===== src/hw/rtl/grid_local_minimum_detect_defines.svh =====
// Assertion macros shared by the grid low point detector.
`ifndef GRID_LOCAL_MINIMUM_DETECT_DEFINES_SVH
`define GRID_LOCAL_MINIMUM_DETECT_DEFINES_SVH

// Checks a consequence in the same cycle as its cause.
`define GLMD_ASSERT_NOW(lbl, ante, cons, msg) \
    lbl: assert property (@(posedge i_clk) disable iff (!i_rst_n) (ante) |-> (cons)) \
        else $error(msg);

// Checks a consequence in the cycle after its cause.
`define GLMD_ASSERT_NEXT(lbl, ante, cons, msg) \
    lbl: assert property (@(posedge i_clk) disable iff (!i_rst_n) (ante) |=> (cons)) \
        else $error(msg);

`endif


===== src/hw/rtl/glmd_pkg.sv =====
// Shared types and constants of the grid low point detector.
package glmd_pkg;

    // Default grid limits.
    localparam int MAX_COLS_DEF = 1024;
    localparam int MAX_ROWS_DEF = 4096;

    // Field widths.
    localparam int HEIGHT_W   = 4;
    localparam int ROW_W      = 12;
    localparam int COL_W      = 10;
    localparam int RISK_W     = 32;
    localparam int COLS_CFG_W = 11;
    localparam int ROWS_CFG_W = 13;
    localparam int CFG_DATA_W = 13;
    localparam int CFG_IDX_W  = 1;

    // Stream widths.
    localparam int S_TDATA_W = 8;
    localparam int M_TDATA_W = 64;
    localparam int M_PAD_W   = M_TDATA_W - RISK_W - HEIGHT_W - COL_W - ROW_W;

    // Register reset values.
    localparam logic [COLS_CFG_W-1:0] COLS_RESET = 11'd1024;
    localparam logic [ROWS_CFG_W-1:0] ROWS_RESET = 13'd1;

    // Results per cell, result queue size and window length.
    localparam int RESULTS_MAX = 3;
    localparam int OQ_DEPTH    = 8;
    localparam int OQ_AW       = $clog2(OQ_DEPTH);
    localparam int OQ_CNT_W    = $clog2(OQ_DEPTH + 1);
    localparam int WIN_CELLS   = 2;

    typedef enum logic [CFG_IDX_W-1:0] {
        CFG_GRID_COLUMNS = 1'b0,
        CFG_GRID_ROWS    = 1'b1
    } t_cfg_index;

    // One line store entry: rows r-2 and r-1 of a column.
    typedef struct packed {
        logic [HEIGHT_W-1:0] up;
        logic [HEIGHT_W-1:0] mid;
    } t_entry;

    // One window column: rows r-1 and r of a column.
    typedef struct packed {
        logic [HEIGHT_W-1:0] mid;
        logic [HEIGHT_W-1:0] cur;
    } t_column;

    typedef struct packed {
        logic [ROW_W-1:0]    row;
        logic [COL_W-1:0]    col;
        logic [HEIGHT_W-1:0] value;
        logic                low;
        logic [RISK_W-1:0]   risk;
        logic                last;
    } t_result;

    typedef struct packed {
        logic    vld;
        t_result res;
    } t_slot;

endpackage


===== src/hw/rtl/glmd_cell.sv =====
// Window cell: holds one grid column and passes it to the next cell on a shift.
module glmd_cell (
    input  logic              i_clk,
    input  logic              i_rst_n,
    input  logic              i_shift,
    input  glmd_pkg::t_column i_col,
    output glmd_pkg::t_column o_col
);

    import glmd_pkg::*;

    t_column r_col;

    // Each processed cell moves the window one column to the right.
    always_ff @(posedge i_clk) begin
        if (!i_rst_n) begin
            r_col <= '0;
        end else if (i_shift) begin
            r_col <= i_col;
        end
    end

    assign o_col = r_col;

endmodule


===== config.mk =====
export PLATFORM = sky130hd
export DESIGN_NAME = glmd_cell
export DESIGN_NICKNAME = d
export VERILOG_FILES = /design/src/hw/rtl/grid_local_minimum_detect_defines.svh /design/src/hw/rtl/glmd_pkg.sv /design/src/hw/rtl/glmd_cell.sv
export SDC_FILE = /design/constraint.sdc
export NUM_CORES = 1
export LEC_CHECK = 0
export BUFFER_PORTS_ARGS = -buffer_cell sky130_fd_sc_hd__buf_2
export CAP_MARGIN = 20
export CORE_AREA = 2 2 39 41
export CTS_CLUSTER_DIAMETER = 30
export DETAILED_ROUTE_END_ITERATION = 7
export DIE_AREA = 0 0 41 43
export PLACE_DENSITY = 0.55
export SLEW_MARGIN = 10
export SYNTH_ARGS = -nofsm -noshare
export SYNTH_HDL_FRONTEND = slang
export SYNTH_SLANG_ARGS = --single-unit

===== constraint.sdc =====
create_clock -name i_clk -period 1 [get_ports i_clk]
set_input_delay 0.1 -clock i_clk [delete_from_list [all_inputs] [get_ports i_clk]]
set_output_delay 0.1 -clock i_clk [all_outputs]
set_load 0.02 [all_outputs]

Yosys cells after proc, flatten, opt, wreduce, memory -nomap -nowiden
Index checks and enable logic that the tools add are counted.
{"block": "totals", "regBits": 8, "in_bits": 11, "out_inout_bits": 8, "elab_cells": 2}

Depth between registers and ports, before layout
{"block": "depth", "word_depth": 0, "depth_mapped": 3}

Worst setup path after synthesis
OpenSTA, ideal clock, no wires.
{"block": "synth_timing", "kind": "register to register", "startpoint": "reg, netlist name o_col[0]", "endpoint": "reg r_col, in the netlist o_col[0]", "t_arrival_ps": 603, "setup_slack_ps": 332, "stages_incl_launch_ff": 3, "path_cell_list": "dfxtp_1 -> mux2i_1 -> nor2b_1"}
{"element": "end signal: assignment", "line_no": "glmd_cell.sv:19", "rtl": "r_col <= i_col;"}
{"element": "end: declaration", "line_no": "glmd_cell.sv:12", "rtl": "t_column r_col;"}

Final worst setup path
{"block": "layout_timing", "startpoint": "reg r_col, in the netlist o_col[2]", "endpoint": "out o_col[2] (netlist name)"}
{"element": "end: declaration", "line_no": "glmd_cell.sv:7", "rtl": "output glmd_pkg::t_column o_col"}
No word-level cell between the ends.

==> metrics.md <==
| Metric | Value |
|---|---|
| Full die area | `1763 um^2` |
| Outcome | `complete, no violations` |
| Clk sinks | `8` |
| Logic pwr share | `0.152` |
| Residual DRC | `0` |
| Wire per inst | `8.754 um` |
| Switching fraction of total power | `0.2348` |
| Largest net degree at the start of global routing | `9` |
| Synth unique cells | `4` |
| Final clock skew | `0 ps` |
| Vias in the first global route | `225` |
| Hold crit path type | `input port to register` |
| Register area share after synthesis | `0.5311` |
| Tightest Pin Transition | `228.4 ps` |
| Inserted Diodes | `0` |
| Layout filler cell count | `159` |
| RSZ-0062 raised after global routing | `false` |
| Die Width | `41 um` |
| Slowest stage delay, CP | `320 ps` |
| Max_cap viols | `0` |
| Finished Core Util | `0.3056` |
| Fin. max-slew vios | `0` |
| Share of cells above drive strength 1 | `0.4667` |
| Routability cong. | `0.6234` |
| Area contributors post-synth | `dfxtp_1 53%, mux2i_1 27%, nor2b_1 17%` |
| Boundary pin count | `19` |
| Hold buffer count at cts | `0` |
| Worst path cell trace | `buf_2` |
| Biggest area consumer among synthesized cells | `dfxtp_1` |
| Via count | `242` |
| Tot Pwr | `685.5 uW` |
| Resized cells post-CTS | `0` |
| Num CTS Buffers | `3` |
| Syn_area_per_cell | `12.06 um^2` |
| Nets@finish | `58` |
| Post-synthesis cell area | `301.5 um^2` |
| Gr usage total | `0.07445` |
| Switching power | `161.0 uW` |
| Final TNS setup | `0 ps` |
| Flops & latches, synth | `8` |
| Relative max-transition margin | `0.8477` |
| Final setup fails | `0` |
| Internal power | `524.5 uW` |
| # Post-CTS Setup Buffers | `0` |
| Min Hold Slack | `113.5 ps` |
| EDFF count, synth | `0` |
| Area delta synth->final | `40.25%` |
| Post-synth top cells | `8 x dfxtp_1, 8 x mux2i_1, 8 x nor2b_1, 1 x buf_6` |
| # rows | `14` |
| Hold Vio Cnt, Final | `0` |
| Initial antenna violation count | `0` |
| Port bufs | `18` |
| Ys Warns | `0` |
| Final ANT Viol Nets | `0` |
| Core Region | `1384 um^2` |
| Synthesized Nets | `36` |
| Req. time, crit path | `900 ps` |
| CP arrival | `730 ps` |
| Reg clk slew, reported paths | `50 ps` |
| Leak Pwr | `0.2207 nW` |
| Top cell type's share of synthesized area | `0.5311` |
| Kind of critical path | `register to output port` |
| Startpoint class of the critical path | `register` |
| Worst path slowest cell | `dfxtp_1` |
| H-tree Lvls | `1` |
| 1st-pass router iterations | `1` |
| PD cells | `1621 nW/um^2` |
| Initial core utilization | `0.2179` |
| First-pass GRT wire length | `828 um` |
| Register share of total power | `0.505` |
| Synth async-reset ratio | `0` |
| Highest clock rate | `1207 MHz` |
| Final Cycle Share | `0.8282` |
| Grt ovf | `0` |
| DP Area | `400.4 um^2` |
| Worst VDD drop | `0.5975 mV` |
| DRT iter0 DRCs | `0` |
| Max reg flops | `8` |
| Final WL | `534 um` |
| CTS tree | `built` |
| Clock root cell | `clkbuf_4` |
| Max FO, Critical Path | `2` |
| Crit path time final | `828.2 ps` |
| Synth Instances | `25` |
| Largest delay share family, worst path | `flip-flops` |
| Drt via density | `3.967` |
| Clk pwr share | `0.344` |
| Chip Height | `43 um` |
| Clock Latency Late Sink | `240 ps` |
| Worst path bufs/invs | `1` |
| Final instance area | `422.9 um^2` |
| Most used DFF post-synth | `dfxtp_1` |
| Clock Path Buffers | `2` |
| Crit path capture type | `output port` |
==> through the flow <==
stage,setup slack [ps],instances
after global placement,274.4,58
after global routing,120.7,61
after floorplan,332.0,25
final,171.8,61
after detailed placement,267.9,58
after CTS,160.5,61
==> path summary, 6_finish.rpt <==
kind,slack [ps],to,cells after the start,start
max,170,o_col[2],1,o_col[2]
min reg2reg,510,o_col[5],2,o_col[5]
max reg2reg,410,o_col[3],2,o_col[3]
min,110,o_col[6],3,i_col[6]
==> metal layers <==
layer  vias to the layer above  wire [um]  track usage
li1                        124          -            -
met1                       109        220      0.07443
met2                         9        248      0.09688
met3                         0         65      0.05759
met4                         0          0      0.06000
met5                         -          0            0
==> area by class of cell <==
class / instances / area (um^2) / area share
repair buffers: 18 / 90.09 / 0.2130
clock buffers: 3 / 22.52 / 0.05325
multi-input cells: 16 / 130.1 / 0.3077
well taps: 16 / 20.02 / 0.04734
flip-flops and latches: 8 / 160.2 / 0.3787
==> logic make-up (layout without fill, tap and decap cells) <==
| logic type | count (synthesis) | count (layout) | share of synthesized area |
|---|---|---|---|
| multiplexers | 8 | 8 | 0.2656 |
| flip-flops | 8 | 8 | 0.5311 |
| AND/OR/NAND/NOR | 8 | 8 | 0.1660 |
| buffers and inverters | 1 | 21 | 0.03734 |
==> power groups by stage <==
stage,clock (mW),combinational (mW),sequential [mW]
floorplan,0,0.0414,0.377
global placement,0,0.105,0.353
detailed placement,0,0.107,0.353
CTS,0.242,0.107,0.346
global route,0.255,0.114,0.348
finish,0.235,0.104,0.346
==> cells in the final DEF, fill, tap and decap left out <==
cell,count
mux2i_1,8
dfxtp_1,8
nor2b_1,8
clkbuf_4,3
buf_2,18
No activity file was read; power rests on OpenSTA's default activity.
